## config.mk

```make
export PLATFORM = sky130hd
export DESIGN_NAME = mipbox_queue
export DESIGN_NICKNAME = d
export VERILOG_FILES = /design/src/design/mipbox_pkg.sv /design/src/design/mipbox_queue.sv
export SDC_FILE = /design/constraint.sdc
export NUM_CORES = 1
export LEC_CHECK = 0
export ABC_CLOCK_PERIOD_IN_PS = 2300
export BUFFER_PORTS_ARGS = -buffer_cell sky130_fd_sc_hd__buf_2
export CAP_MARGIN = 5
export CORE_ASPECT_RATIO = 0.6
export CORE_MARGIN = 5
export CORE_UTILIZATION = 51
export DETAILED_ROUTE_END_ITERATION = 6
export HOLD_SLACK_MARGIN = 0.05
export PLACE_DENSITY = 0.75
export SKIP_LAST_GASP = 1
export SYNTH_ARGS = -nofsm -noshare
export SYNTH_HDL_FRONTEND = slang
export SYNTH_SLANG_ARGS = --single-unit
```

## constraint.sdc

```tcl
create_clock -name clk -period 2.3 [get_ports clk]
set_input_delay 0 -clock clk [delete_from_list [all_inputs] [get_ports clk]]
set_output_delay 0 -clock clk [all_outputs]
set_load 0.02 [all_outputs]
```

## src/design/mipbox_pkg.sv

```systemverilog
`timescale 1ns / 1ps
// ----------------------------------------------------------------------------
// mipbox_pkg
// Shared constants, types and width helpers for the tiled mip box downsampler.
// ----------------------------------------------------------------------------
package mipbox_pkg;

  localparam int CHAN_NUM   = 4;
  localparam int CHAN_W     = 8;
  localparam int PAIR_W     = 9;
  localparam int SUM_W      = 10;
  localparam int ADDR_W     = 26;
  localparam int SIZE_W     = 13;
  localparam int CFG_AW     = 2;
  localparam int CFG_DW     = 26;
  localparam int IN_DATA_W  = 32;
  localparam int OUT_DATA_W = 64;

  localparam int MAX_HEIGHT = 4096;
  localparam int H_W        = $clog2(MAX_HEIGHT + 1);
  localparam int Y_W        = $clog2(MAX_HEIGHT);
  localparam int OY_W       = $clog2(MAX_HEIGHT / 2);

  localparam int QUEUE_DEPTH = 4;

  localparam int MAX_WIDTH_DEF = 4096;
  localparam int TILE_SIZE_DEF = 8;
  localparam int CHANNELS_DEF  = 4;

  typedef enum logic [CFG_AW-1:0] {
    REG_SRC_WIDTH    = 2'd0,
    REG_SRC_HEIGHT   = 2'd1,
    REG_LEVEL_OFFSET = 2'd2
  } cfg_reg_t;

  typedef struct packed {
    logic emit;
    logic last;
  } mb_ctl_t;

  typedef logic [CHAN_NUM-1:0][PAIR_W-1:0] pair_vec_t;
  typedef logic [CHAN_NUM-1:0][CHAN_W-1:0] pix_vec_t;

  // bits needed to index n entries
  function automatic int bits_for(input int n);
    return (n > 1) ? $clog2(n) : 1;
  endfunction

  // queue item: ctl, line index, pair sums, tile row, tile column, oy in tile, ox in tile
  function automatic int item_w(input int max_width, input int tile);
    return $bits(mb_ctl_t) + 2 * bits_for(max_width / 2) + CHAN_NUM * PAIR_W + OY_W
           + 2 * bits_for(tile);
  endfunction

endpackage

```

## src/design/mipbox_queue.sv

```systemverilog
`timescale 1ns / 1ps
// ----------------------------------------------------------------------------
// mipbox_queue
// Short register FIFO between the classifying front and the back pipeline.
// ----------------------------------------------------------------------------
module mipbox_queue #(
  parameter int WIDTH = 64,
  parameter int DEPTH = mipbox_pkg::QUEUE_DEPTH
) (
  input  logic             clk,
  input  logic             rst,
  input  logic             push,
  input  logic [WIDTH-1:0] din,
  output logic             full,
  input  logic             pop,
  output logic [WIDTH-1:0] dout,
  output logic             empty
);
  import mipbox_pkg::*;

  localparam int PTR_W = bits_for(DEPTH);
  localparam int CNT_W = $clog2(DEPTH + 1);

  logic [WIDTH-1:0] mem [DEPTH];
  logic [PTR_W-1:0] wr_ptr;
  logic [PTR_W-1:0] rd_ptr;
  logic [CNT_W-1:0] count;

  assign full  = count == CNT_W'(DEPTH);
  assign empty = count == '0;
  assign dout  = mem[rd_ptr];

  always_ff @(posedge clk) begin
    if (push) begin
      mem[wr_ptr] <= din;
    end
  end

  always_ff @(posedge clk) begin
    if (rst) begin
      wr_ptr <= '0;
      rd_ptr <= '0;
      count  <= '0;
    end else begin
      if (push) begin
        wr_ptr <= (wr_ptr == PTR_W'(DEPTH - 1)) ? '0 : wr_ptr + PTR_W'(1);
      end
      if (pop) begin
        rd_ptr <= (rd_ptr == PTR_W'(DEPTH - 1)) ? '0 : rd_ptr + PTR_W'(1);
      end
      if (push && !pop) begin
        count <= count + CNT_W'(1);
      end else if (pop && !push) begin
        count <= count - CNT_W'(1);
      end
    end
  end

  a_no_overflow: assert property (@(posedge clk) disable iff (rst) push |-> !full)
    else $error("queue push while full");
  a_no_underflow: assert property (@(posedge clk) disable iff (rst) pop |-> !empty)
    else $error("queue pop while empty");
  a_ptr_match: assert property (@(posedge clk) disable iff (rst)
    (count == '0) |-> (rd_ptr == wr_ptr))
    else $error("queue pointers disagree with count");

endmodule

```

Word level (Yosys, flattened, before mapping):

Memory sizes are Yosys's and may differ from the RTL's. A register that Yosys moved wholly into a read port is not among the register bits.
Cells that the tools add are included.

* reduce and logical (&&, ||, !) cells: 6
* mux-type cells: 8
* $add $sub $neg: 4
* equal/unequal tests: 3

Operators by type and width (number)
* two-way mux 2 bit: 4
* two-way mux 3 bit: 2
* adder 2 x 1 -> 2 bit (second input constant): 2
* == test 2 bit (second input constant): 2
* adder 3 x 1 -> 3 bit (second input constant): 1
* == test 3 bit (second input constant): 1
* zero test 3 bit: 1
* subtractor 3 x 1 -> 3 bit (second input constant): 1
* logical AND 1 bit: 2
* zero test 1 bit: 2
* two-way mux 1 bit: 2
* nonzero test 2 bit: 1

* input port bits: 68
* memory bits (writable): 256
* register bits: 7
* output and inout port bits: 66
* memories kept: 1

Memories
* mem: depth 4, width 64, read ports 1, clocked after memory_dff 1, write ports 1, RTL line mipbox_queue.sv:24 `logic [WIDTH-1:0] mem [DEPTH];`

Depth between registers and ports, before layout:

* depth after elaboration: 4
* gate-level depth with buffers: 7
* depth with buffers taken out: 7

Least setup slack after synthesis:

Ideal clock, no wire load.

* path type: register to register
* start: reg wr_ptr[0]
* end: mem mem[3][0] (enable)
* clock period less this slack: 2483 ps
* library setup time: 428 ps
* arrival time: 2054 ps
* stages on the path, launching flop included: 3
* required time: 1872 ps
* buffers on the path: 0
* setup slack: -183 ps
* cell sequence: dfxtp_1 ha_1 and2_1

RTL lines
* start, declared: RTL line mipbox_queue.sv:25 `logic [PTR_W-1:0] wr_ptr;`
* start signal, assigned: RTL line mipbox_queue.sv:46 `wr_ptr <= (wr_ptr == PTR_W'(DEPTH - 1)) ? '0 : wr_ptr + PTR_W'(1);`
* end, declared: RTL line mipbox_queue.sv:24

Straight into the memory's write port.

==> impl_metrics.tcl <==
set metrics [dict create \
    r2r_cells 4 \
    antenna_left 0 \
    worst_r2r_endpoint "mem[0][22]$_DFFE_PP_" \
    cts_tree "built" \
    syn_inst 378 \
    tns_ps 0 \
    port_buffers 133 \
    yosys-top-cells-count "edfxtp_1 (256), mux4_2 (60), dfxtp_1 (9), nor2_1 (7)" \
    synthArstFlopShare 0 \
    endpoint_kind "primary output" \
    cts_sinks 265 \
    track_usage 0.167 \
    synth_top_area_frac 0.788 \
    finalCritPeriodShare 0.884 \
    overflow 0 \
    r2r_slack_ps 730 \
    start_util 0.516 \
    drv_cap 0 \
    worstPathRequired_ps 2300 \
    cp_max_fo 11 \
    synth_area_leaders "edfxtp_1 (79%), mux4_2 (14%), dfxtp_1 (1.8%)" \
    antenna_found_initial 2 \
    rows 39 \
    die_h_microns 117 \
    syn_nets 453 \
    p_per_area_nw_per_um2 846 \
    finalCriticalPeriod_ps 2030 \
    seq_area_sq_um 7880 \
    fin_cells 867 \
    area_growth_pct 24.5 \
    crit_arrival_ps 2030 \
    leakagePower_nw 4.17 \
    cts_buffers 23 \
    die_x_microns 189 \
    clock_skew_ps 5.63 \
    crit_end "dout[60]" \
    synth_warnings 0 \
    drive_gt1_frac 0.393 \
    rsz0062_at_grt "no" \
    vias 4663 \
    clk_pin_slew_ps 70 \
    holdCritStartpoint "din[25]" \
    drv_slew 0 \
    synthMostInstantiatedCell "edfxtp_1" \
    routedWlPerCell_microns 21.0 \
    root_buffer "clkbuf_16" \
    ys.flop_type "edfxtp_1" \
    synth_edf_count 256 \
    met2_length_microns 8980 \
    worst_pin_slew_ps 451 \
    ys_seq_area_frac 0.807 \
    drt-met1-wl_microns 7630 \
    drcViolationCount 0 \
    fmax_mhz 492 \
    vias_per_cell 5.38 \
    hpwl_microns 11200 \
    gp_congestion 0.739 \
    setup_viol 0 \
    h-tree-depth 1 \
    avgSynthCellArea_sq_um 25.8 \
    drtIter0Drc 271 \
    dpl.cell_count 756 \
    synth_seq_cells 265 \
    timing.rr.start "wr_ptr[0]$_SDFFE_PP0P_" \
    clock_latency_ps 500 \
    ys_types 20 \
    final_util 0.643 \
    post_synth_instance_area_sq_um 9750 \
    finalHoldViolCount 0 \
    met3WireLength_microns 1390 \
    crit_type "reg2out" \
    pin_count 134 \
    dr.pass1.iters 4 \
    routed_wl_microns 18200 \
    hp-class "in2reg" \
    grt_pass1_wl_microns 28200 \
    nets 678 \
    die-area_sq_um 22100 \
    core_area_sq_um 18900 \
    multi_input_area_sq_um 1710 \
    synth_top_area_cell "edfxtp_1" \
    grt_pass1_vias 5117 \
    ir_drop_uv 602 \
    top_layer "met4" \
    slew-limit-headroom 0.700 \
    critPathLaunchType "flip-flop" \
    status "completed" \
    n_fill_cell 1258 \
    clockBufferDepth 3 \
    grt_max_degree 37 \
]
cell type report:
type | count | share of cell area
Multi-Input combinational cell | 95 | 0.141
Timing Repair Buffer | 214 | 0.127
Antenna cell | 2 | 0.000412
Clock inverter | 10 | 0.00618
Inverter | 4 | 0.00124
Sequential cell | 265 | 0.649
Clock buffer | 31 | 0.0499
Tap cell | 246 | 0.0254
per-layer routing:
metal | global-route usage | vias up
met4 | 0.0272 | 0
met5 | 0 | -
met3 | 0.0462 | 21
met2 | 0.292 | 168
li1 | - | 2067
met1 | 0.221 | 2407
how the worst min path moves through the flow:
stage / depth (start not counted) / end
5_1_grt: 2 / mem[3][25]$_DFFE_PP_
6_report: 2 / mem[2][25]$_DFFE_PP_
3_3_place_gp: 1 / mem[0][54]$_DFFE_PP_
3_5_place_dp: 1 / mem[3][55]$_DFFE_PP_
4_1_cts: 2 / mem[3][58]$_DFFE_PP_
2_1_floorplan: 1 / count[2]$_SDFFE_PP0P_
cell usage in the layout (no fill, tap or decap), types with 5 or more instances in the layout:
master	instances
buf_2	133
clkbuf_1	8
nor2_1	7
dlygate4sd3_1	67
clkbuf_16	24
buf_12	7
mux4_2	60
clkinv_2	5
buf_4	6
dfxtp_1	7
edfxtp_1	256
ha_1	6
repair_timing:
| action | CTS | global route |
|---|---|---|
| endpoints found under the setup margin | 0 | 1 |
| gates resized for setup | 0 | 0 |
| setup buffers | 0 | 1 |
| hold buffers | 67 | 0 |
| hold endpoints to repair | 265 | 0 |
through the flow:
stage / hold WS [ps] / total power [W] / worst slack [ps] / cell area, sq um
after floorplan: 69.1 / 0.00635 / 510 / 9760
after CTS: 227 / 0.0104 / 63.9 / 12100
after global placement: 208 / 0.00672 / 623 / 10800
after detailed placement: 216 / 0.00676 / 624 / 10800
final: 244 / 0.0103 / 268 / 12100
after global routing: 237 / 0.0107 / 167 / 12100
kinds of logic (layout without fill, tap and decap cells):
| kind of cell | after synthesis | in the layout | synth area share |
|---|---|---|---|
| other | 0 | 2 | 0 |
| XOR/XNOR | 2 | 2 | 0.00180 |
| AND/OR/NAND/NOR | 15 | 15 | 0.00796 |
| buffers and inverters | 18 | 259 | 0.0186 |
| multiplexers | 68 | 68 | 0.153 |
| adder cells (fa/ha/maj) | 7 | 7 | 0.00975 |
| AO/OA/AOI/OAI | 3 | 3 | 0.00154 |
| flip-flops | 265 | 265 | 0.807 |
critical path, stage by stage (launching register included):
cell     delay (ps)
dfxtp_4         510
buf_4           250
mux4_2          570
buf_2           190
report_power, final:
part	internal (W)	switching (W)	total, W
sequential	0.00552	0.0000819	0.00561
clock	0.00196	0.00157	0.00353
combinational	0.000509	0.000621	0.00113
total	0.00800	0.00227	0.0103
state kept, by name, summed over array words and instances, names as in the netlist, named ones only:
register  flops
count         3
wr_ptr        2
rd_ptr        2
mem         256
No activity file was read; power rests on OpenSTA's default activity.
