--- src/design/mipbox_pkg.sv ---
`timescale 1ns / 1ps
// ----------------------------------------------------------------------------
// mipbox_pkg
// Shared constants, types and width helpers for the tiled mip box downsampler.
// ----------------------------------------------------------------------------
package mipbox_pkg;

  localparam int CHAN_NUM   = 4;
  localparam int CHAN_W     = 8;
  localparam int PAIR_W     = 9;
  localparam int SUM_W      = 10;
  localparam int ADDR_W     = 26;
  localparam int SIZE_W     = 13;
  localparam int CFG_AW     = 2;
  localparam int CFG_DW     = 26;
  localparam int IN_DATA_W  = 32;
  localparam int OUT_DATA_W = 64;

  localparam int MAX_HEIGHT = 4096;
  localparam int H_W        = $clog2(MAX_HEIGHT + 1);
  localparam int Y_W        = $clog2(MAX_HEIGHT);
  localparam int OY_W       = $clog2(MAX_HEIGHT / 2);

  localparam int QUEUE_DEPTH = 4;

  localparam int MAX_WIDTH_DEF = 4096;
  localparam int TILE_SIZE_DEF = 8;
  localparam int CHANNELS_DEF  = 4;

  typedef enum logic [CFG_AW-1:0] {
    REG_SRC_WIDTH    = 2'd0,
    REG_SRC_HEIGHT   = 2'd1,
    REG_LEVEL_OFFSET = 2'd2
  } cfg_reg_t;

  typedef struct packed {
    logic emit;
    logic last;
  } mb_ctl_t;

  typedef logic [CHAN_NUM-1:0][PAIR_W-1:0] pair_vec_t;
  typedef logic [CHAN_NUM-1:0][CHAN_W-1:0] pix_vec_t;

  // bits needed to index n entries
  function automatic int bits_for(input int n);
    return (n > 1) ? $clog2(n) : 1;
  endfunction

  // queue item: ctl, line index, pair sums, tile row, tile column, oy in tile, ox in tile
  function automatic int item_w(input int max_width, input int tile);
    return $bits(mb_ctl_t) + 2 * bits_for(max_width / 2) + CHAN_NUM * PAIR_W + OY_W
           + 2 * bits_for(tile);
  endfunction

endpackage

--- src/design/mipbox_front.sv ---
`timescale 1ns / 1ps
// ----------------------------------------------------------------------------
// mipbox_front
// Accepts source pixels, tracks the raster and tile position and classifies
// each horizontal pair as a line buffer write or an averaged output.
// ----------------------------------------------------------------------------
module mipbox_front #(
  parameter int MAX_WIDTH = mipbox_pkg::MAX_WIDTH_DEF,
  parameter int TILE_SIZE = mipbox_pkg::TILE_SIZE_DEF,
  parameter int CHANNELS  = mipbox_pkg::CHANNELS_DEF
) (
  input  logic                                   clk,
  input  logic                                   rst,
  input  logic                                   s_tvalid,
  output logic                                   s_tready,
  input  logic [mipbox_pkg::IN_DATA_W-1:0]       s_tdata,
  input  logic [$clog2(MAX_WIDTH+1)-1:0]         w,
  input  logic [mipbox_pkg::H_W-1:0]             h,
  input  logic                                   q_full,
  output logic                                   q_push,
  output logic [mipbox_pkg::item_w(MAX_WIDTH, TILE_SIZE)-1:0] q_item
);
  import mipbox_pkg::*;

  localparam int X_W   = $clog2(MAX_WIDTH);
  localparam int WW    = $clog2(MAX_WIDTH + 1);
  localparam int IDX_W = bits_for(MAX_WIDTH / 2);
  localparam int TI_W  = bits_for(TILE_SIZE);

  logic [X_W-1:0]   x;
  logic [Y_W-1:0]   y;
  logic [TI_W-1:0]  ox_in;
  logic [TI_W-1:0]  oy_in;
  logic [IDX_W-1:0] tile_col;
  logic [OY_W-1:0]  tile_row;
  pix_vec_t         col_pix;

  pix_vec_t   px;
  pair_vec_t  pair;
  mb_ctl_t    ctl;
  logic       accept;
  logic       in_region;
  logic       x_last;
  logic       y_last;
  logic [WW-1:0]  ew;
  logic [H_W-1:0] eh;
  logic [IDX_W-1:0] idx;

  assign s_tready = !q_full;
  assign accept   = s_tvalid && s_tready;

  always_comb begin
    for (int c = 0; c < CHAN_NUM; c++) begin
      px[c]   = (c < CHANNELS) ? s_tdata[c*CHAN_W +: CHAN_W] : '0;
      pair[c] = {1'b0, col_pix[c]} + {1'b0, px[c]};
    end
  end

  assign ew        = {w[WW-1:1], 1'b0};
  assign eh        = {h[H_W-1:1], 1'b0};
  assign in_region = (WW'(x) < ew) && (H_W'(y) < eh);
  assign x_last    = WW'(x) >= (w - WW'(1));
  assign y_last    = H_W'(y) >= (h - H_W'(1));
  assign idx       = IDX_W'(x >> 1);

  assign ctl.emit = y[0];
  assign ctl.last = (WW'(x) == (ew - WW'(1))) && (H_W'(y) == (eh - H_W'(1)));

  assign q_push = accept && in_region && x[0];
  assign q_item = {ctl, idx, pair, tile_row, tile_col, oy_in, ox_in};

  always_ff @(posedge clk) begin
    if (rst) begin
      x        <= '0;
      y        <= '0;
      ox_in    <= '0;
      oy_in    <= '0;
      tile_col <= '0;
      tile_row <= '0;
      col_pix  <= '0;
    end else if (accept) begin
      if (in_region && !x[0]) begin
        col_pix <= px;
      end
      if (x_last) begin
        x        <= '0;
        ox_in    <= '0;
        tile_col <= '0;
        if (y_last) begin
          y        <= '0;
          oy_in    <= '0;
          tile_row <= '0;
        end else begin
          y <= y + Y_W'(1);
          if (y[0]) begin
            if (oy_in == TI_W'(TILE_SIZE - 1)) begin
              oy_in    <= '0;
              tile_row <= tile_row + OY_W'(1);
            end else begin
              oy_in <= oy_in + TI_W'(1);
            end
          end
        end
      end else begin
        x <= x + X_W'(1);
        if (x[0]) begin
          if (ox_in == TI_W'(TILE_SIZE - 1)) begin
            ox_in    <= '0;
            tile_col <= tile_col + IDX_W'(1);
          end else begin
            ox_in <= ox_in + TI_W'(1);
          end
        end
      end
    end
  end

endmodule

--- config.mk ---
export PLATFORM = sky130hd
export DESIGN_NAME = mipbox_front
export DESIGN_NICKNAME = d
export VERILOG_FILES = /design/src/design/mipbox_pkg.sv /design/src/design/mipbox_front.sv
export SDC_FILE = /design/constraint.sdc
export NUM_CORES = 1
export LEC_CHECK = 0
export CAP_MARGIN = 10
export CORE_ASPECT_RATIO = 1.2
export CORE_UTILIZATION = 40
export DETAILED_ROUTE_END_ITERATION = 7
export DONT_BUFFER_PORTS = 1
export GPL_TIMING_DRIVEN = 0
export PLACE_DENSITY = 0.64
export SLEW_MARGIN = 40
export SYNTH_ARGS = -nofsm -noshare
export SYNTH_HDL_FRONTEND = slang
export SYNTH_SLANG_ARGS = --single-unit
--- constraint.sdc ---
create_clock -name clk -period 3.4 [get_ports clk]
set_input_delay 0.51 -clock clk [delete_from_list [all_inputs] [get_ports clk]]
set_output_delay 0.51 -clock clk [all_outputs]
set_load 0.01 [all_outputs]
# == After elaboration in Yosys (flattened, before gate mapping) ==
# Index checks and enable logic that the tools add are counted.
# totals
regBits,84
input_bits,62
word_cells,64
# op_classes
add_sub_neg,14
order_cmp,4
eq_ne,4
muxes,14
n_reduce_logical,18
# op_table
cell,count
$mux W11,6
$sub A13 B1 Y13 const B,4
$add A8 B8 Y9,4
$eq A12 B13 Y1,2
$ge A12 B13 Y1,2
$lt A12 B13 Y1,2
$add A12 B1 Y12 const B,2
$mux W12,2
$add A11 B1 Y11 const B,2
$mux W3,6
$reduce_bool A2 Y1,4
$add A3 B1 Y3 const B,2
$eq A3 B3 Y1 const B,2
$logic_and A1 B1 Y1,6
$reduce_and A2 Y1,3
$reduce_and A3 Y1,2
$reduce_and A4 Y1,1
$logic_not A1 Y1,2

# == Longest topological paths before layout ==
# Gate-level depths: netlist (run 1).
# depth
word_depth,4
ltp_mapped,16

# == Worst setup path before layout (run 1) ==
# Ideal clock, no wire load.
# synth_timing
kind,input-to-reg
from,in w[3]
to,reg tile_col[7]
arrival_ps,3359
slack_ps,-87
stages,15
path_buffers,2
cell_sequence,buf_6 > or3_4 > nand3b_4 > or3_4 > nor4_1 > xnor2_1 > ha_1 > a21oi_1 > nand2_1 > nor3_1 > a21oi_1 > buf_2 > o2111ai_1 > xor2_1 > nor2_1
# synth_between
elab_chain_len,4
elab_cells_between_ends,6
# synth_rtl
element,line,text
start: declaration,mipbox_front.sv:17,"input logic [$clog2(MAX_WIDTH+1)-1:0] w,"
$sub A13 B1 Y13 *,mipbox_front.sv:62,assign x_last = WW'(x) >= (w - WW'(1));
$ge A12 B13 Y1 *,mipbox_front.sv:62,
$reduce_bool A2 Y1 (no source line),-,
$reduce_and A3 Y1 (no source line),-,
end signal: assignment,mipbox_front.sv:109,tile_col <= tile_col + IDX_W'(1);
end: declaration,mipbox_front.sv:34,logic [IDX_W-1:0] tile_col;
# Mark *: on every way between the ends. The rest lies on a longest branch, timed or not.
# A chain may end at the register's enable or synchronous reset.

# == Worst setup path after layout (run 1) ==
# layout_timing
from,in w[3]
to,reg ox_in[1]
# layout_between
elab_chain_len,4
elab_cells_between_ends,5
# layout_rtl
element,line,text
$sub A13 B1 Y13 *,mipbox_front.sv:62,
$ge A12 B13 Y1 *,mipbox_front.sv:62,
$reduce_bool A2 Y1 (no source line),-,
$reduce_and A2 Y1 (no source line),-,
end signal: assignment,mipbox_front.sv:111,ox_in <= ox_in + TI_W'(1);
end: declaration,mipbox_front.sv:32,logic [TI_W-1:0] ox_in;
# Marked as above.

==> results of run 1 <==
## through the flow
| step | instances | total power (W) | setup TNS, ps | util | cell area [um^2] |
|---|---|---|---|---|---|
| floorplan | 836 | 0.00135 | 0 | - | 6910 |
| global placement | 1052 | 0.00142 | -16190 | 0.426 | 7180 |
| detailed placement | 1052 | 0.00143 | -17110 | 0.426 | 7180 |
| CTS | 1068 | 0.00250 | 0 | 0.446 | 7510 |
| global route | 1073 | 0.00259 | -74.8 | 0.458 | 7710 |
| finish | 1073 | 0.00248 | 0 | 0.458 | 7710 |
## logic make-up (layout without fill, tap and decap cells)
| kind of cell | count (synthesis) | in the layout | synth area share |
|---|---|---|---|
| flip-flops | 84 | 84 | 0.244 |
| buffers and inverters | 100 | 121 | 0.0637 |
| adder cells (fa/ha/maj) | 94 | 94 | 0.175 |
| AO/OA/AOI/OAI | 145 | 145 | 0.137 |
| AND/OR/NAND/NOR | 277 | 277 | 0.200 |
| multiplexers | 34 | 34 | 0.0512 |
| XOR/XNOR | 102 | 102 | 0.130 |
## sequential cells by signal (all words and copies together) (netlist names)
name and count:
ox_in 3, x 12, oy_in 3, y 12, tile_row 11, tile_col 11, col_pix 32
## Yosys cell counts (11+ instances only)
| master | n |
|---|---|
| nor2_1 | 117 |
| clkbuf_1 | 20 |
| dfxtp_1 | 84 |
| inv_1 | 58 |
| ha_1 | 90 |
| nand2b_1 | 12 |
| nand2_1 | 36 |
| nand4_1 | 11 |
| mux2i_1 | 33 |
| a21o_1 | 16 |
| xor2_1 | 48 |
| nor3_1 | 13 |
| nor2b_1 | 13 |
| a21oi_1 | 34 |
| and3_1 | 17 |
| o21ai_0 | 44 |
| nand3_1 | 16 |
| buf_4 | 12 |
| xnor2_1 | 54 |
## critical path: cells and delay by family
| family | cells | cell delay (ps) |
|---|---|---|
| buffers and inverters | 2 | 330 |
| adders and majority gates | 1 | 280 |
| AOI/OAI and AO/OA | 3 | 430 |
| and+or+nand+nor | 8 | 1850 |
| xor gates and xnor gates | 1 | 150 |
## how the worst max path moves through the flow
stage	end	cells past startpoint	startpoint	slack, ps
after global placement	tile_row[4]	15	w[3]	-390
after floorplan	tile_col[7]	15	w[3]	60
after CTS	tile_col[8]	14	w[3]	8
after global routing	tile_col[5]	15	w[3]	-20
final	ox_in[1]	15	w[3]	140
after detailed placement	tile_row[4]	15	w[3]	-410
## metal layers
layer / vias up / track usage / part of all wire
met5: - / 0 / 0
met4: 0 / 0.0679 / 0.017
met3: 19 / 0.0592 / 0.081
met2: 141 / 0.343 / 0.50
met1: 2701 / 0.207 / 0.40
li1: 2939 / - / -
## cell type report
type,count,area [um^2],share of cell area
tap,216,270,0.0351
inverter,58,218,0.0282
clock inverter,6,88.8,0.0115
sequential,84,1680,0.218
clock buffer,10,229,0.0297
multi-input combinational,652,4920,0.638
timing repair buffer,6,48.8,0.00633
buffer,41,251,0.0326
## power groups by stage
stage | clock (W) | sequential (W) | combinational, W
2_1_floorplan | 0 | 0.00104 | 0.000318
3_3_place_gp | 0 | 0.00104 | 0.000384
3_5_place_dp | 0 | 0.00104 | 0.000390
4_1_cts | 0.00109 | 0.00102 | 0.000392
5_1_grt | 0.00112 | 0.00102 | 0.000447
6_report | 0.00107 | 0.00102 | 0.000397
## repair_timing
action                                 4_1_cts  5_1_grt
endpoints found under the hold margin        0        0
resized for setup                            3       50
cloned                                       0        1
setup endpoints to repair                   15       51
pin swaps                                    0       10
setup buffers                                0        5
==> impl_metrics.ini, run 1 <==
[yosys]
async_flop_share = 0
synth_cell_types = 56
ys_seq_elements = 84
synth_ff_type = dfxtp_1
avgSynthCellArea_um2 = 8.25
synth.area.top_cells = dfxtp_1, ha_1, xnor2_1
synth_top_cell_by_area = dfxtp_1
syn_nets = 992
synth_cells = 836
yosysWarnings = 0
synth_top_area_frac = 0.244
synth_edf_count = 0
syn_area_mm2 = 0.00690
ys_seq_area_frac = 0.244

[sta]
max_freq_mhz = 307
worst_pin_slew_ps = 733
slew_headroom = 0.507
layout_setup_ws_ps = 140
finClkSkew_ps = 7.84
slew_violations = 0
fin_crit_ps = 3260
finalSetupViolCount = 0
finalHoldWorstSlack_ps = 312
finalCritPeriodShare = 0.959
rsz0062_at_grt = yes
hold_viol_final = 0

[run]
maxCapViolCount = 0

[hold_path]
worstHoldStart = s_tdata[30]
hold_path.class = input port to flip-flop
hold_path_depth = 2
min_to = col_pix[30]

[critical_path]
worst-path-max-fanout = 10
rr_startpoint = y[4]
end_kind = flip-flop
criticalPathCategory = input port to flip-flop
startpoint_type = input port
cpMaxStageDelayCell = or3_4
critPathMaxStageDelay_ps = 390
required_ps = 3680
r2r_slack_ps = 540
r2r-end = col_pix[31]
worst_ep_arrival_time_ps = 3540
crit_top_cell = or3_4
crit_chain = buf_12 -> or3_4 -> nand3b_4 -> or3_4 -> nor4_4 -> xnor2_1 -> ha_1 -> a21oi_2 -> nand2_2 -> nor3_4 -> a21oi_4 -> buf_4 -> nor3_2 -> a22oi_1 -> nor2_1
r2r_cells = 9

[outcome]
status = complete, no violations

[power]
powerDensity_mw_per_mm2 = 322
power_switching_w = 0.000672
p_sw_frac = 0.271
p_comb_frac = 0.160
peakVddDrop_mv = 0.265
clockPowerShare = 0.429
power.leakage_nw = 3.39
p_seq_frac = 0.410
power.internal_w = 0.00181

[detailed_routing]
drt-initial-drc-count = 142
num_vias = 5800
routed_wl_mm = 16.9
viasPerCell = 5.41
drt_first_pass_iters = 4
detail-route-antenna-nets = 0
drc = 0
drt-wirelength-per-cell_um = 15.8

[floorplanning]
core_area_mm2 = 0.0169
die_y_um = 146
initial_utilization = 0.409
rows = 52
io_pins = 141
die_area_mm2 = 0.0178
die_w_um = 122

[global_routing]
grt_overflow = 0
first_global_vias = 5649
antenna_found_initial = 0
grt_pass1_wl_mm = 26.9
grt_max_degree = 15
grtUsageTotal = 0.191

[clock_tree]
cts_hold_buf = 0
numCtsBuffers = 9
cts-root-buf = clkbuf_16
clkTransAtPathRegs_ps = 60
cts_max_level = 3
cts.sinks = 84
cts_tree = yes
clk_path_buf_depth = 2
clock_latency_ps = 350

[place]
hpwl_mm = 13.3
io_buffers = 0
place.gp.congestion = 0.860
dp_slack_ps = -412

[layout]
nNetsFinal = 1008
layout_commonest_cell = nor2_1
n_fill_cell = 1679
mostFrequentLayoutCells = nor2_1, ha_1, dfxtp_1
syn_to_final_growth_pct = 11.8
antennaDiodeCount = 0
final_layout_size_suffix_gt1_frac = 0.0887
(Power assumes the default switching activity.)
==> run 2: changes to the inputs <==
--- a/config.mk
+++ b/config.mk
@@ -7,11 +7,12 @@
 export LEC_CHECK = 0
 export CAP_MARGIN = 10
 export CORE_ASPECT_RATIO = 1.2
-export CORE_UTILIZATION = 40
+export CORE_UTILIZATION = 30
+export CTS_BUF_LIST = sky130_fd_sc_hd__clkbuf_16
 export DETAILED_ROUTE_END_ITERATION = 7
 export DONT_BUFFER_PORTS = 1
 export GPL_TIMING_DRIVEN = 0
-export PLACE_DENSITY = 0.64
+export PLACE_DENSITY = 0.53
 export SLEW_MARGIN = 40
 export SYNTH_ARGS = -nofsm -noshare
 export SYNTH_HDL_FRONTEND = slang
==> impl_metrics.ini, run 2 (synthesis gave the netlist of run 1 again) <==
[sta]
rsz0062_at_grt = yes
max_freq_mhz = 304
finalCritPeriodShare = 0.969
worst_pin_slew_ps = 755
finClkSkew_ps = 10.1
hold_viol_final = 0
slew_violations = 0
fin_crit_ps = 3290
slew_headroom = 0.492
finalSetupViolCount = 0

[place]
hpwl_mm = 14.4
io_buffers = 0
dpl-instance-area_mm2 = 0.00726
dp.cells = 1115
place.gp.congestion = 0.816

[floorplanning]
rows = 60
die_y_um = 168
die_area_mm2 = 0.0236
core_area_mm2 = 0.0225
die_w_um = 140
io_pins = 141
initial_utilization = 0.306

[clock_tree]
numCtsBuffers = 9
cts_hold_buf = 0
cts-root-buf = clkbuf_16
cts_tree = yes
clk_path_buf_depth = 2
cts.sinks = 84
clock_latency_ps = 340
clkTransAtPathRegs_ps = 60
cts_max_level = 3

[outcome]
status = complete, no violations

[layout]
reg_top3 = col_pix x32, x x12, y x12
nNetsFinal = 1007
mostFrequentLayoutCells = nor2_1, ha_1, dfxtp_1
layout_commonest_cell = nor2_1
antennaDiodeCount = 0
design_area_mm2 = 0.00787
finalNonFillerCells = 1135
final_core_util = 0.349
largest_register_ffs = 32
regMostFlops = col_pix
syn_to_final_growth_pct = 14.1
final_layout_size_suffix_gt1_frac = 0.0911

[critical_path]
crit_end = tile_row[1]
worst_ep_arrival_time_ps = 3540
rr_startpoint = x[9]
worstSetupPathDepth = 15
criticalPathCategory = input port to flip-flop
required_ps = 3650
r2r_slack_ps = 480
r2r_cells = 10
crit_buf_inv = 2
worst-path-max-fanout = 7
cp-startpoint = w[3]
critPathMaxStageDelay_ps = 390
cpMaxStageDelayCell = or3_4
r2r-end = col_pix[6]
startpoint_type = input port
cp_top_family = simple AND/OR/NAND/NOR gates
end_kind = flip-flop
crit_chain = buf_12 -> or3_4 -> nand3b_4 -> or3_4 -> nor4_4 -> xnor2_1 -> ha_1 -> a21oi_2 -> nand2_2 -> nor3_4 -> a21oi_4 -> buf_4 -> nand2_2 -> nor2_1 -> o32ai_1

[global_routing]
antenna_found_initial = 0
grtUsageTotal = 0.153
grt_max_degree = 15
first_global_vias = 5704
grt_overflow = 0
grt_pass1_wl_mm = 28.5

[detailed_routing]
detail-route-antenna-nets = 0
drc = 0
drt-initial-drc-count = 129
num_vias = 5771
viasPerCell = 5.08
routed_wl_mm = 17.8
drt-wirelength-per-cell_um = 15.7
drt_first_pass_iters = 4

[power]
power_w = 0.00269
peakVddDrop_mv = 0.260
powerDensity_mw_per_mm2 = 342
power.leakage_nw = 3.43

[hold_path]
hold_path.class = input port to flip-flop

[run]
maxCapViolCount = 0
## run 2: changes by cell type in the layout (fill, tap and decap cells not counted), moves of 2 or more
cell | previous run | this run
o21ai_0 | 38 | 36
bufinv_16 | 2 | 5
o21ai_1 | 5 | 3
o21ai_2 | 1 | 5
nor2_2 | 2 | 0
## run 2: layout make-up
type / instances / area (um^2)
Buffer: 42 / 262
Clock buffer: 9 / 225
Clock inverter: 7 / 163
Fill cell: 2342 / 14700
Inverter: 58 / 218
Multi-Input combinational cell: 652 / 4940
Sequential cell: 84 / 1680
Tap cell: 279 / 349
Timing Repair Buffer: 4 / 30.0
## run 2: per-layer routing
layer,wire (um),global-route usage,part of all wire
met4,182,0.0387,0.010
met3,1550,0.0563,0.087
met5,0,0,0
met2,8880,0.284,0.50
met1,7210,0.161,0.40
## run 2: where the power goes
group          internal, W  switching, W  total (W)
sequential         0.00100     0.0000147    0.00102
combinational     0.000160      0.000233   0.000393
clock             0.000865      0.000417    0.00128
## run 2: stage by stage
step	setup TNS, ps	hold WS [ps]	setup slack (ps)
4_1_cts	-109	298	-53.5
2_1_floorplan	0	465	60.3
5_1_grt	-106	301	-30.4
3_3_place_gp	-19630	479	-476
3_5_place_dp	-20630	488	-499
6_report	0	317	106
## run 2: how the worst min path moves through the flow
stage | slack (ps) | start | to | cells past startpoint
after global routing | 300 | s_tdata[5] | col_pix[5] | 2
after CTS | 300 | s_tdata[19] | col_pix[19] | 2
after floorplan | 460 | col_pix[4] | col_pix[4] | 2
final | 320 | s_tdata[30] | col_pix[30] | 2
after detailed placement | 490 | col_pix[2] | col_pix[2] | 2
after global placement | 480 | col_pix[27] | col_pix[27] | 2
## run 2: repair_timing
action,in CTS,in global routing
endpoints found under the setup margin,33,51
resized for setup,4,57
gates cloned,0,1
buffers inserted,0,3
pin swaps,0,8
## run 2: worst register-to-register path, cell delays in order (launching register included)
cell,delay (ps)
dfxtp_1,510
ha_1,290
and4b_1,220
a221oi_1,240
o21ai_0,140
a21oi_1,190
o2111a_1,290
clkbuf_1,240
buf_2,370
mux2i_1,230
nor2_1,60
==> run 3: changes to the inputs <==
--- a/config.mk
+++ b/config.mk
@@ -6,14 +6,17 @@
 export NUM_CORES = 1
 export LEC_CHECK = 0
 export CAP_MARGIN = 10
+export CELL_PAD_IN_SITES_DETAIL_PLACEMENT = 2
+export CELL_PAD_IN_SITES_GLOBAL_PLACEMENT = 2
 export CORE_ASPECT_RATIO = 1.2
 export CORE_UTILIZATION = 30
 export CTS_BUF_LIST = sky130_fd_sc_hd__clkbuf_16
 export DETAILED_ROUTE_END_ITERATION = 7
 export DONT_BUFFER_PORTS = 1
 export GPL_TIMING_DRIVEN = 0
-export PLACE_DENSITY = 0.53
+export PLACE_DENSITY = 0.77
 export SLEW_MARGIN = 40
 export SYNTH_ARGS = -nofsm -noshare
 export SYNTH_HDL_FRONTEND = slang
 export SYNTH_SLANG_ARGS = --single-unit
+export TNS_END_PERCENT = 20
==> impl_metrics.ini, run 3 (synthesis gave the netlist of run 1 again) <==
[layout]
final_core_util = 0.349
design_area_mm2 = 0.00787
largest_register_ffs = 32
layout_commonest_cell = nor2_1
mostFrequentLayoutCells = nor2_1, ha_1, dfxtp_1
final_layout_size_suffix_gt1_frac = 0.100
syn_to_final_growth_pct = 14.1
nNetsFinal = 1010
antennaDiodeCount = 0
reg_top3 = col_pix x32, x x12, y x12
regMostFlops = col_pix

[critical_path]
crit_top_cell = or3_4
cp_top_family = simple AND/OR/NAND/NOR gates
crit_buf_inv = 3
criticalPathCategory = input port to flip-flop
end_kind = flip-flop
cpMaxStageDelayCell = or3_4
critPathMaxStageDelay_ps = 390
required_ps = 3640
worst_ep_arrival_time_ps = 3550
crit_chain = buf_6 -> or3_4 -> nand3b_4 -> or3_4 -> nor4_4 -> xnor2_1 -> ha_1 -> a21oi_2 -> nand2_4 -> nor3_4 -> buf_12 -> a21oi_4 -> clkbuf_4 -> o2111ai_1 -> xor2_1 -> nor2_1
worst-path-max-fanout = 10
startpoint_type = input port

[floorplanning]
io_pins = 141
rows = 60
core_area_mm2 = 0.0225
die_area_mm2 = 0.0236
die_y_um = 168
initial_utilization = 0.306
die_w_um = 140

[clock_tree]
clkTransAtPathRegs_ps = 70
numCtsBuffers = 9
cts-root-buf = clkbuf_16
clock_latency_ps = 350
clk_path_buf_depth = 2
cts_tree = yes
cts.sinks = 84
cts_max_level = 3
cts_hold_buf = 0

[detailed_routing]
routed_wl_mm = 21.0
viasPerCell = 5.26
drc = 0
detail-route-antenna-nets = 0
drt-wirelength-per-cell_um = 18.4
drt-initial-drc-count = 99
num_vias = 5990
drt_first_pass_iters = 4

[place]
place.gp.congestion = 0.784
hpwl_mm = 17.0
dpl-instance-area_mm2 = 0.00726
io_buffers = 0

[outcome]
status = complete, no violations

[sta]
rsz0062_at_grt = yes
slew_headroom = 0.597
max_freq_mhz = 302
slew_violations = 0
finalCritPeriodShare = 0.975
fin_crit_ps = 3310
hold_viol_final = 0
worst_pin_slew_ps = 605
finClkSkew_ps = 10.2
finalSetupViolCount = 0

[run]
maxCapViolCount = 0

[power]
peakVddDrop_mv = 0.213
powerDensity_mw_per_mm2 = 321
power.leakage_nw = 3.43

[hold_path]
hold_path.class = input port to flip-flop

[global_routing]
grt_overflow = 0
grtUsageTotal = 0.181
grt_pass1_wl_mm = 33.8
grt_max_degree = 16
first_global_vias = 6731
antenna_found_initial = 0
==> run 3: cell count changes in the layout (fill, tap and decap cells not counted), moves of 2 or more <==
| cell | before | now |
|---|---|---|
| clkbuf_4 | 0 | 2 |
| nor2_2 | 0 | 2 |
| inv_6 | 0 | 2 |
| bufinv_16 | 5 | 2 |
| o21ai_2 | 5 | 3 |
==> run 3: cell type report <==
| cell class | instances | area (um^2) |
|---|---|---|
| inverters | 58 | 218 |
| clock inverters | 7 | 98.8 |
| fillers | 2617 | 14700 |
| clock buffers | 9 | 225 |
| well taps | 279 | 349 |
| multi-input cells | 652 | 4960 |
| plain buffers | 41 | 255 |
| flip-flops and latches | 84 | 1680 |
| repair buffers | 8 | 73.8 |
==> run 3: worst reg2reg max path, stage by stage, from the launching register on <==
cell	delay [ps]
dfxtp_1	530
ha_1	320
a2111oi_0	510
a21oi_1	140
o211ai_1	270
o2111a_1	270
clkbuf_1	260
buf_2	400
mux2i_1	240
nor2_1	60
==> run 3: worst paths after layout <==
check	startpoint	endpoint	slack [ps]	depth (start not counted)
hold reg to reg	col_pix[3]	col_pix[3]	500	2
hold / removal	s_tdata[30]	col_pix[30]	310	2
setup reg to reg	y[4]	col_pix[7]	290	9
setup / recovery	w[3]	tile_row[10]	90	16
==> run 3: repair_timing <==
action / in CTS / in global routing
buffers inserted: 0 / 8
setup endpoints to repair: 49 / 52
gates cloned: 0 / 1
gates resized for setup: 17 / 42
pin swaps: 2 / 7
hold endpoints to repair: 0 / 0
==> run 3: through the flow <==
| step | hold WS [ps] | total power (W) | cells | setup WS [ps] | TNS, ps |
|---|---|---|---|---|---|
| 2_1_floorplan | 465 | 0.00135 | 836 | 60.3 | 0 |
| 3_3_place_gp | 478 | 0.00143 | 1115 | -492 | -20910 |
| 3_5_place_dp | 493 | 0.00145 | 1115 | -584 | -24940 |
| 4_1_cts | 297 | 0.00257 | 1131 | -23.1 | -33.6 |
| 5_1_grt | 296 | 0.00266 | 1138 | -116 | -2580 |
| 6_report | 311 | 0.00252 | 1138 | 86.0 | 0 |
==> run 3: routing by layer <==
| metal | global-route usage | vias to the layer above | wire [um] |
|---|---|---|---|
| met3 | 0.0592 | 15 | 1470 |
| met5 | 0 | - | 0 |
| li1 | - | 2924 | - |
| met1 | 0.192 | 2931 | 8330 |
| met4 | 0.0440 | 0 | 238 |
| met2 | 0.340 | 120 | 10900 |
==> run 3: report_power, final <==
| group | internal [W] | total, W | switching (W) |
|---|---|---|---|
| logic | 0.000163 | 0.000410 | 0.000247 |
| registers | 0.00100 | 0.00102 | 0.0000157 |
| clock network | 0.000650 | 0.00110 | 0.000446 |
